--- src/hw/rtl/iirdf1_pkg.sv ---
// Package: shared types and constants for the direct-form-I IIR filter.
`timescale 1ns / 1ps

package iirdf1_pkg;

    localparam int ACC_WIDTH  = 64;
    localparam int IDX_WIDTH  = 7;
    localparam int CMD_WIDTH  = 2;
    localparam int CFG_WIDTH  = 8;
    localparam int Q_DEPTH    = 2;
    localparam int Q_PTR_W    = 1;
    localparam int Q_CNT_W    = 2;

    localparam logic [CFG_WIDTH-1:0] TAPS_RESET = 8'd100;

    localparam logic [CMD_WIDTH-1:0] CMD_FILTER  = 2'd0;
    localparam logic [CMD_WIDTH-1:0] CMD_LOAD_FF = 2'd1;
    localparam logic [CMD_WIDTH-1:0] CMD_LOAD_FB = 2'd2;
    localparam logic [CMD_WIDTH-1:0] CMD_RESTART = 2'd3;

    typedef enum logic [2:0] {
        OP_FILTER,
        OP_LOAD_FF,
        OP_LOAD_FB,
        OP_RESTART,
        OP_SKIP
    } op_t;

    typedef enum logic [2:0] {
        ST_CLEAR,
        ST_IDLE,
        ST_FF,
        ST_FB,
        ST_DRAIN,
        ST_ROUND,
        ST_OUT
    } state_t;

    typedef struct packed {
        logic valid;
        op_t  op;
    } q_ctrl_t;

    typedef struct packed {
        logic pop;
        logic clearing;
    } back_stat_t;

endpackage

--- src/hw/rtl/iirdf1_front.sv ---
// Front end: accepts input beats, classifies commands and queues them for the back end.
`timescale 1ns / 1ps

module iirdf1_front
    import iirdf1_pkg::*;
#(
    parameter int MAX_TAPS     = 128,
    parameter int SAMPLE_WIDTH = 16,
    parameter int COEF_WIDTH   = 16
) (
    input  logic                           clk,
    input  logic                           rst_n,
    input  logic                           in_valid,
    output logic                           in_ready,
    input  logic [CMD_WIDTH-1:0]           command,
    input  logic signed [SAMPLE_WIDTH-1:0] sample_in,
    input  logic [IDX_WIDTH-1:0]           coef_index,
    input  logic signed [COEF_WIDTH-1:0]   coef_value,
    input  back_stat_t                     stat,
    output q_ctrl_t                        q_ctrl,
    output logic [SAMPLE_WIDTH-1:0]        q_sample,
    output logic [$clog2(MAX_TAPS)-1:0]    q_idx,
    output logic [COEF_WIDTH-1:0]          q_coef
);

    localparam int AW = $clog2(MAX_TAPS);

    op_t                    op_reg     [Q_DEPTH];
    logic [SAMPLE_WIDTH-1:0] sample_reg [Q_DEPTH];
    logic [AW-1:0]          idx_reg    [Q_DEPTH];
    logic [COEF_WIDTH-1:0]  coef_reg   [Q_DEPTH];

    logic [Q_PTR_W-1:0] wr_ptr_reg, wr_ptr_next;
    logic [Q_PTR_W-1:0] rd_ptr_reg, rd_ptr_next;
    logic [Q_CNT_W-1:0] count_reg, count_next;

    logic        push;
    logic        idx_ok;
    logic [31:0] idx_wide;
    op_t         op_class;

    assign idx_wide = 32'(coef_index);
    assign idx_ok   = idx_wide < 32'(MAX_TAPS);

    always_comb
    begin
        case (command)
            CMD_FILTER:  op_class = OP_FILTER;
            CMD_LOAD_FF: op_class = idx_ok ? OP_LOAD_FF : OP_SKIP;
            CMD_LOAD_FB: op_class = idx_ok ? OP_LOAD_FB : OP_SKIP;
            CMD_RESTART: op_class = OP_RESTART;
            default:     op_class = OP_SKIP;
        endcase
    end

    assign in_ready = (count_reg != Q_CNT_W'(Q_DEPTH)) && !stat.clearing;
    assign push     = in_valid && in_ready;

    always_comb
    begin
        wr_ptr_next = wr_ptr_reg;
        rd_ptr_next = rd_ptr_reg;
        count_next  = count_reg;
        if (push)
        begin
            wr_ptr_next = wr_ptr_reg + 1'b1;
        end
        if (stat.pop)
        begin
            rd_ptr_next = rd_ptr_reg + 1'b1;
        end
        if (push && !stat.pop)
        begin
            count_next = count_reg + 1'b1;
        end
        else if (!push && stat.pop)
        begin
            count_next = count_reg - 1'b1;
        end
    end

    always_ff @(posedge clk or negedge rst_n)
    begin
        if (!rst_n)
        begin
            wr_ptr_reg <= '0;
            rd_ptr_reg <= '0;
            count_reg  <= '0;
        end
        else
        begin
            wr_ptr_reg <= wr_ptr_next;
            rd_ptr_reg <= rd_ptr_next;
            count_reg  <= count_next;
        end
    end

    always_ff @(posedge clk)
    begin
        if (push)
        begin
            op_reg[wr_ptr_reg]     <= op_class;
            sample_reg[wr_ptr_reg] <= sample_in;
            idx_reg[wr_ptr_reg]    <= idx_wide[AW-1:0];
            coef_reg[wr_ptr_reg]   <= coef_value;
        end
    end

    assign q_ctrl.valid = count_reg != '0;
    assign q_ctrl.op    = op_reg[rd_ptr_reg];
    assign q_sample     = sample_reg[rd_ptr_reg];
    assign q_idx        = idx_reg[rd_ptr_reg];
    assign q_coef       = coef_reg[rd_ptr_reg];

endmodule

--- config.mk ---
export PLATFORM = sky130hd
export DESIGN_NAME = iirdf1_front
export DESIGN_NICKNAME = d
export VERILOG_FILES = /design/src/hw/rtl/iirdf1_pkg.sv /design/src/hw/rtl/iirdf1_front.sv
export SDC_FILE = /design/constraint.sdc
export NUM_CORES = 1
export LEC_CHECK = 0
export ABC_AREA = 1
export BUFFER_PORTS_ARGS = -buffer_cell sky130_fd_sc_hd__buf_2
export CORE_AREA = 8 8 93 95
export CTS_BUF_LIST = sky130_fd_sc_hd__clkbuf_4 sky130_fd_sc_hd__clkbuf_8
export CTS_CLUSTER_DIAMETER = 60
export DETAILED_ROUTE_END_ITERATION = 7
export DIE_AREA = 0 0 101 103
export GPL_ROUTABILITY_DRIVEN = 0
export PLACE_DENSITY_LB_ADDON = 0.25
export RECOVER_POWER = 100
export SYNTH_ARGS = -nofsm -noshare
export SYNTH_HDL_FRONTEND = slang
export SYNTH_SLANG_ARGS = --single-unit
--- constraint.sdc ---
create_clock -name clk -period 2.8 [get_ports clk]
set_input_delay 0.56 -clock clk [delete_from_list [all_inputs] [get_ports clk]]
set_output_delay 0.56 -clock clk [all_outputs]
set_load 0.02 [all_outputs]
== Word-level counts from Yosys, hierarchy flattened ==
Memory sizes are Yosys's and may differ from the RTL's.
Index checks and enable logic that the tools add are counted.
Word-level totals
  flip-flop bits (word level): 4
  memory bits (writable): 84
  output and inout bits: 44
  bits of input ports: 46
  logic and storage cells: 33
  memories kept: 4
Cells by class
  equal/unequal tests: 4
  reductions and logical operators: 10
  $add $sub $neg: 4
  order comparisons: 1
  muxes and demuxes: 7
Memory list
  coef_reg: depth 2, bits a word 16, read ports 1, clocked after Yosys merged registers in 0, write ports 1, line iirdf1_front.sv:31  | logic [COEF_WIDTH-1:0] coef_reg [Q_DEPTH];
  sample_reg: depth 2, bits a word 16, read ports 1, clocked after Yosys merged registers in 0, write ports 1, line iirdf1_front.sv:29  | logic [SAMPLE_WIDTH-1:0] sample_reg [Q_DEPTH];
  idx_reg: depth 2, bits a word 7, read ports 1, clocked after Yosys merged registers in 0, write ports 1, line iirdf1_front.sv:30  | logic [AW-1:0] idx_reg [Q_DEPTH];
  op_reg: depth 2, bits a word 3, read ports 1, clocked after Yosys merged registers in 0, write ports 1, line iirdf1_front.sv:28  | op_t op_reg [Q_DEPTH];
Operator list (number)
  case mux 3 bit (4 select lines): 1
  less-than comparator 7 x 8 -> 1 bit, second input constant: 1
  2-to-1 mux 3 bit: 2
  == test 2 bit, second input constant: 2
  logical AND 1 bit: 4
  2-to-1 mux 2 bit: 2
  nonzero test 2 bit: 2
  zero test 1 bit: 3
  adder 1 bit, second input constant: 2
  adder 2 x 1 -> 2 bit, second input constant: 1
  == test 2 x 1 -> 1 bit, second input constant: 1
  zero test 2 bit: 1
  2-to-1 mux 1 bit: 2
  inequality test 2 bit, second input constant: 1
  subtractor 2 x 1 -> 2 bit, second input constant: 1

== Depth between registers and ports, before layout ==
Gate-level depths: netlist of run 1.
  depth in word-level cells: 7
  depth in mapped cells: 10
  mapped depth without buffers: 10

== Worst setup path after synthesis of run 1 ==
OpenSTA, ideal clock, no wires.
  path kind: input to register
  from: input stat[0] (netlist bit)
  to: memory coef_reg[1][0] (enable)
  arrival: 2459 ps
  path buffers: 0
  stages: 3
  path slack: -98 ps
  cell sequence: inv_1 -> nand3_1 -> nor2_1
Between the ends
  cells in the longest elaborated chain, start to end: 5
Ends and longest elaborated chain
  start: declaration: line iirdf1_front.sv:19  | input back_stat_t stat,
  zero test 1 bit: line iirdf1_front.sv:56  | assign in_ready = (count_reg != Q_CNT_W'(Q_DEPTH)) && !stat.clearing;
  logical AND 1 bit: line iirdf1_front.sv:56
  logical AND 1 bit: line iirdf1_front.sv:57  | assign push = in_valid && in_ready;
  2-to-1 mux 1 bit: line iirdf1_front.sv:100  | if (push)
  2-to-1 mux 1 bit (not written as such): line iirdf1_front.sv:105  | coef_reg[wr_ptr_reg] <= coef_value;
  end: declaration: line iirdf1_front.sv:31
Every way passes these cells.

== Final worst setup path of run 1 ==
  from: register rd_ptr_reg
  to: output q_idx[2]
Between the ends
  cells in the longest elaborated chain, start to end: 1
Ends and longest elaborated chain
  start: declaration: line iirdf1_front.sv:34  | logic [Q_PTR_W-1:0] rd_ptr_reg, rd_ptr_next;
  start signal: assignment: line iirdf1_front.sv:93  | rd_ptr_reg <= rd_ptr_next;
  memory read (2 x 7 bit)
  end: declaration: line iirdf1_front.sv:22  | output logic [$clog2(MAX_TAPS)-1:0] q_idx,
Every way passes these cells.

==> impl_metrics.py, run 1 <==
metrics = {
    "routing": {
        "detail-route-antenna-nets": 0,
        "drc": 0,
        "dr.pass1.iters": 4,
        "vias_per_cell": 4.627,
        "wl_um": 5882,
        "vias": 1675,
        "drt_iter0_markers": 33,
        "routedWlPerCell_um": 16.25,
    },
    "power_and_ir_drop": {
        "p_clk_frac": 0.280,
        "seqPwrFrac": 0.435,
        "internal_power_mw": 2.762,
        "p_per_area_nw_per_um2": 977.4,
        "p_switching_mw": 1.197,
        "p_leak_nw": 1.529,
        "p_sw_frac": 0.3024,
        "comb_power_share": 0.285,
        "peakVddDrop_mv": 0.4930,
    },
    "yosys": {
        "synth_nets": 209,
        "ys_ff_latch": 86,
        "syn-instance-count": 162,
        "ys_seq_area_frac": 0.7524,
        "syn_avg_cell_area_um2": 21.02,
        "synthesis.area_um2": 3406,
        "synth_cell_types": 18,
        "ys_warn_count": 0,
    },
    "critical_path": {
        "crit_buf_inv": 2,
        "crit_chain": "clkbuf_1, mux2_1, buf_2",
        "r2r_setup_slack_ns": 0.53,
        "cpLargestDelayFamily": "flip-flops",
        "crit_type": "register to primary output",
        "cpMaxStageDelayCell": "dfrtp_2",
        "startpoint": "rd_ptr_reg$_DFFE_PN0P_",
        "path_max_fanout": 24,
        "rr_endpoint": "coef_reg[0][11]$_DFFE_PP_",
        "end_kind": "primary output",
        "worst_setup_path_start_kind": "register",
        "arrival_ns": 1.93,
        "max_stage_delay_ns": 0.76,
        "reg2reg_from": "count_reg[0]$_DFFE_PN0P_",
        "reg2reg_depth": 5,
        "crit_required_ns": 2.24,
    },
    "floorplan": {
        "rows": 31,
        "die_area_um2": 10400,
        "initial_core_util": 0.4772,
        "die_h_um": 103,
        "core_um2": 7137,
        "ios": 90,
        "die_w_um": 101,
    },
    "global_route": {
        "antenna_found_initial": 0,
        "grt_pass1_vias": 1794,
        "overflow": 0,
        "grt_pass1_wl_um": 8942,
        "grt.total_usage": 0.1168,
        "grt_max_degree": 42,
    },
    "worst_hold_path": {
        "worstHoldEndpoint": "rd_ptr_reg$_DFFE_PN0P_",
        "hold_path.class": "input pin to register",
        "worstHoldPathCells": 2,
        "min_from": "stat[1]",
    },
    "sta": {
        "finalHoldViolations": 0,
        "drv_slew": 0,
        "setup_tns_ns": 0,
        "rsz0062_at_grt": "no",
        "tightest_slew_ns": 1.104,
        "setup_violations": 0,
        "fin_skew_ns": 0.009561,
        "finalCritPeriodShare": 0.8896,
        "timing.fmax_ghz": 0.4015,
        "max_slew_margin": 0.2642,
        "post-route-min-period_ns": 2.491,
    },
    "final_layout": {
        "mostFrequentLayoutCells": "edfxtp_1, buf_2, clkbuf_1",
        "area_delta_synth_final_pct": 18.92,
        "diodes": 0,
        "final_common_cell": "edfxtp_1",
        "n_fill_cell": 613,
        "fin_nets": 305,
        "drive_gt1_frac": 0.3384,
        "utilization": 0.5675,
    },
    "run": {
        "drv_cap": 0,
    },
    "clock_network": {
        "clk_path_buf_depth": 2,
        "cts_resized": 0,
        "cts_sinks": 86,
        "numCtsBuffers": 9,
        "clkTransAtPathRegs_ns": 0.08,
        "cts_tree": "yes",
        "cts-root-buf": "clkbuf_8",
        "cts.htree.levels": 3,
        "cts_setup_buffers": 0,
        "hold_buffers": 1,
        "clk_latency_ns": 0.35,
    },
    "placement": {
        "hpwl_um": 4042,
        "port-buffer-count": 88,
    },
    "status": {
        "status": "completed",
    },
}
[cell type report]
type	count	area, um2	area share
clock inverters	6	133.9	0.03306
repair buffers	93	435.4	0.1075
well taps	99	123.9	0.03058
clock buffers	10	131.4	0.03244
multi-input cells	59	628.1	0.1551
flip-flops and latches	86	2564	0.6330
inverters	9	33.78	0.008341
[synth_stat cells]
master | count | share of area
conb_1 | 1 | 0.0011
inv_1 | 9 | 0.0099
nor2_1 | 1 | 0.0011
a21oi_1 | 1 | 0.0015
nand3_1 | 2 | 0.0029
dfrtp_1 | 4 | 0.029
nand2_1 | 8 | 0.0088
mux2_4 | 39 | 0.17
clkbuf_1 | 2 | 0.0022
xnor2_1 | 1 | 0.0026
edfxtp_1 | 82 | 0.72
xor2_1 | 1 | 0.0026
nand4_1 | 2 | 0.0037
buf_6 | 1 | 0.0033
ha_1 | 1 | 0.0037
buf_12 | 4 | 0.024
mux2_2 | 2 | 0.0066
buf_4 | 1 | 0.0022
[per-layer routing]
| layer | vias up | GRT usage | routed length, um |
|---|---|---|---|
| met5 | - | 0 | 0 |
| met4 | 0 | 0.06873 | 104 |
| met3 | 10 | 0.04997 | 524 |
| met2 | 65 | 0.1941 | 2878 |
| met1 | 805 | 0.1221 | 2374 |
| li1 | 795 | - | - |
[power groups by stage]
| stage | logic, mW | clock network (mW) | registers, mW |
|---|---|---|---|
| after floorplan | 1.13 | 0 | 1.67 |
| after global placement | 1.30 | 0 | 1.77 |
| after detailed placement | 1.31 | 0 | 1.78 |
| after CTS | 1.32 | 1.13 | 1.75 |
| after global routing | 1.21 | 1.18 | 1.74 |
| final | 1.13 | 1.11 | 1.72 |
[worst register-to-register path: stages (launching register included)]
cell and delay (ns):
dfrtp_1 0.39, inv_1 0.10, nand2_1 0.08, nand4_1 0.10, inv_1 0.63, clkbuf_2 0.60
[per-stage QoR]
stage	cell area (um2)	setup WS [ns]	power [mW]	hold WS, ns	cells
final	4050	0.3092	3.959	0.3939	362
after global routing	4050	0.1779	4.138	0.3798	362
after CTS	4203	0.2199	4.202	0.3736	362
after detailed placement	3928	0.6114	3.092	0.3731	345
after global placement	3928	0.6286	3.070	0.3738	345
after floorplan	3408	0.5746	2.801	0.2644	162
[logic make-up after synthesis]
kind of cell | synth area share
DFF | 0.7524
buffers and inverters | 0.04115
AOI/OAI and AO/OA | 0.001468
adders and majority gates | 0.003673
xor gates and xnor gates | 0.005144
other | 0.001101
muxes | 0.1785
and+or+nand+nor | 0.01653
[worst max path at each step]
stage,endpoint,cells past startpoint
global placement,q_sample[15],3
floorplan,coef_reg[1][0]$_DFFE_PP_,3
detailed placement,q_idx[2],3
finish,q_idx[2],3
CTS,q_idx[2],3
global route,q_idx[2],3
No activity file was read; power rests on OpenSTA's default activity.
==> run 2, diff against run 1 <==
--- a/config.mk
+++ b/config.mk
@@ -12,7 +12,6 @@
 export CTS_CLUSTER_DIAMETER = 60
 export DETAILED_ROUTE_END_ITERATION = 7
 export DIE_AREA = 0 0 101 103
-export GPL_ROUTABILITY_DRIVEN = 0
 export PLACE_DENSITY_LB_ADDON = 0.25
 export RECOVER_POWER = 100
 export SYNTH_ARGS = -nofsm -noshare
==> constraint.sdc (replaced) <==
create_clock -name clk -period 2.8 [get_ports clk]
set_input_delay 0.28 -clock clk [delete_from_list [all_inputs] [get_ports clk]]
set_output_delay 0.28 -clock clk [all_outputs]
set_load 0.02 [all_outputs]
==> run 2 against run 1 <==
Effect of this change:
- sequential share of layout area increased by 0.31 points
- global-route usage decreased by 0.13 points
- final area down 0.49%
- die area unchanged
- largest power group unchanged
- routed wire length fell by 0.26%
- via count fell by 0.18%
- core utilization down 0.28 points
- highest routed layer unchanged
- critical path type is now register to register
==> impl_metrics.py, run 2 (synthesized netlist as in run 1, its figures left out) <==
metrics = {
    "critical_path": {
        "max_stage_delay_ns": 0.63,
        "arrival_ns": 2.23,
        "path_max_fanout": 23,
        "cpMaxStageDelayCell": "clkbuf_2",
        "end_kind": "register",
        "crit_chain": "inv_1, nand2_1, nand4_1, inv_1, clkbuf_2",
        "worst_setup_path_start_kind": "register",
        "path_common_cell": "inv_1",
        "crit_required_ns": 2.78,
        "crit_type": "register to register",
    },
    "global_route": {
        "grt_pass1_wl_um": 8914,
        "antenna_found_initial": 0,
        "grt_max_degree": 31,
        "grt_pass1_vias": 1875,
        "grt.total_usage": 0.1155,
        "overflow": 0,
    },
    "placement": {
        "hpwl_um": 4133,
        "port-buffer-count": 88,
        "postPlaceCellArea_um2": 3933,
        "post-place-ws_ns": 0.9747,
        "routabilityCongestion": 0.6726,
    },
    "final_layout": {
        "drive_gt1_frac": 0.3282,
        "final_common_cell": "edfxtp_1",
        "fin_nets": 304,
        "mostFrequentLayoutCells": "edfxtp_1, clkbuf_1, buf_2",
        "diodes": 0,
        "area_delta_synth_final_pct": 18.33,
        "stdcell_area_um2": 4030,
    },
    "clock_network": {
        "clkTransAtPathRegs_ns": 0.09,
        "numCtsBuffers": 9,
        "cts_tree": "yes",
        "clk_path_buf_depth": 2,
        "cts_resized": 0,
        "cts-root-buf": "clkbuf_8",
        "cts_sinks": 86,
        "cts_setup_buffers": 0,
        "cts.htree.levels": 3,
        "clk_latency_ns": 0.34,
    },
    "routing": {
        "drc": 0,
        "dr.pass1.iters": 4,
        "vias": 1672,
        "drt_iter0_markers": 50,
        "routedWlPerCell_um": 16.25,
        "vias_per_cell": 4.632,
        "wl_um": 5867,
        "detail-route-antenna-nets": 0,
    },
    "worst_hold_path": {
        "hold_path.class": "input pin to register",
    },
    "sta": {
        "finalCritPeriodShare": 0.8035,
        "rsz0062_at_grt": "no",
        "setup_tns_ns": 0,
        "tightest_slew_ns": 1.079,
        "post-route-min-period_ns": 2.250,
        "setup_slack_ns": 0.5501,
        "setup_violations": 0,
        "max_slew_margin": 0.2780,
        "drv_slew": 0,
        "timing.hold.ws_ns": 0.1203,
        "finalHoldViolations": 0,
        "timing.fmax_ghz": 0.4445,
        "fin_skew_ns": 0.006009,
    },
    "run": {
        "drv_cap": 0,
    },
    "floorplan": {
        "die_w_um": 101,
        "initial_core_util": 0.4772,
        "die_area_um2": 10400,
        "die_h_um": 103,
        "core_um2": 7137,
        "rows": 31,
        "ios": 90,
    },
    "status": {
        "status": "completed",
    },
    "power_and_ir_drop": {
        "p_per_area_nw_per_um2": 949.7,
        "peakVddDrop_mv": 0.5141,
        "p_leak_nw": 1.513,
    },
}
==> run 2: cell count changes in the layout (fill, tap and decap cells not counted), moves of 2 or more <==
cell	previous run	this run
bufinv_16	4	2
buf_2	49	40
mux2_1	22	15
mux2_4	17	24
inv_6	0	3
clkbuf_1	40	48
==> run 2: area by class of cell <==
| cell class | count | area, um2 |
|---|---|---|
| clock inverters | 7 | 102.6 |
| fillers | 622 | 3107 |
| clock buffers | 9 | 123.9 |
| repair buffers | 92 | 435.4 |
| multi-input cells | 59 | 646.9 |
| well taps | 99 | 123.9 |
| inverters | 9 | 33.78 |
| flip-flops and latches | 86 | 2564 |
==> run 2: worst paths after layout <==
| kind | startpoint | end | depth (start not counted) | slack [ns] |
|---|---|---|---|---|
| hold / removal | sample_in[8] | sample_reg[0][8]$_DFFE_PP_ | 1 | 0.12 |
| setup / recovery | count_reg[0]$_DFFE_PN0P_ | coef_reg[0][12]$_DFFE_PP_ | 5 | 0.55 |
| min in group asynchronous | rst_n | wr_ptr_reg$_DFFE_PN0N_ | 2 | 0.30 |
| hold reg to reg | wr_ptr_reg$_DFFE_PN0N_ | wr_ptr_reg$_DFFE_PN0N_ | 2 | 0.49 |
| max in group asynchronous | rst_n | rd_ptr_reg$_DFFE_PN0P_ | 2 | 2.29 |
| setup reg to reg | count_reg[0]$_DFFE_PN0P_ | coef_reg[0][12]$_DFFE_PP_ | 5 | 0.55 |
==> run 2: routing by layer <==
metal  part of all wire  global-route usage  vias up
li1                   -                   -      796
met1               0.41              0.1217      807
met2               0.49              0.1946       62
met3              0.081             0.04997        7
met4              0.015             0.05842        0
met5                  0                   0        -
==> run 2: worst max-delay path, delay by kind of cell (launching register included) <==
| family | cells | cell delay, ns |
|---|---|---|
| buffers and inverters | 3 | 1.31 |
| DFF | 1 | 0.40 |
| and+or+nand+nor | 2 | 0.18 |
==> run 2: report_power, final <==
part | total [mW] | switching, mW | internal (mW)
clock network | 0.949 | 0.436 | 0.513
registers | 1.71 | 0.104 | 1.60
logic | 1.17 | 0.682 | 0.489
==> run 2: through the flow <==
stage | power (mW) | std cells | util
floorplan | 2.801 | 162 | -
global placement | 3.065 | 344 | 0.5510
detailed placement | 3.078 | 344 | 0.5510
CTS | 4.033 | 361 | 0.5842
global route | 4.017 | 361 | 0.5647
finish | 3.827 | 361 | 0.5647
==> run 2: repair_timing <==
action	in CTS	in global routing
endpoints found under the setup margin	0	0
endpoints found under the hold margin	4	0
hold buffers	1	0
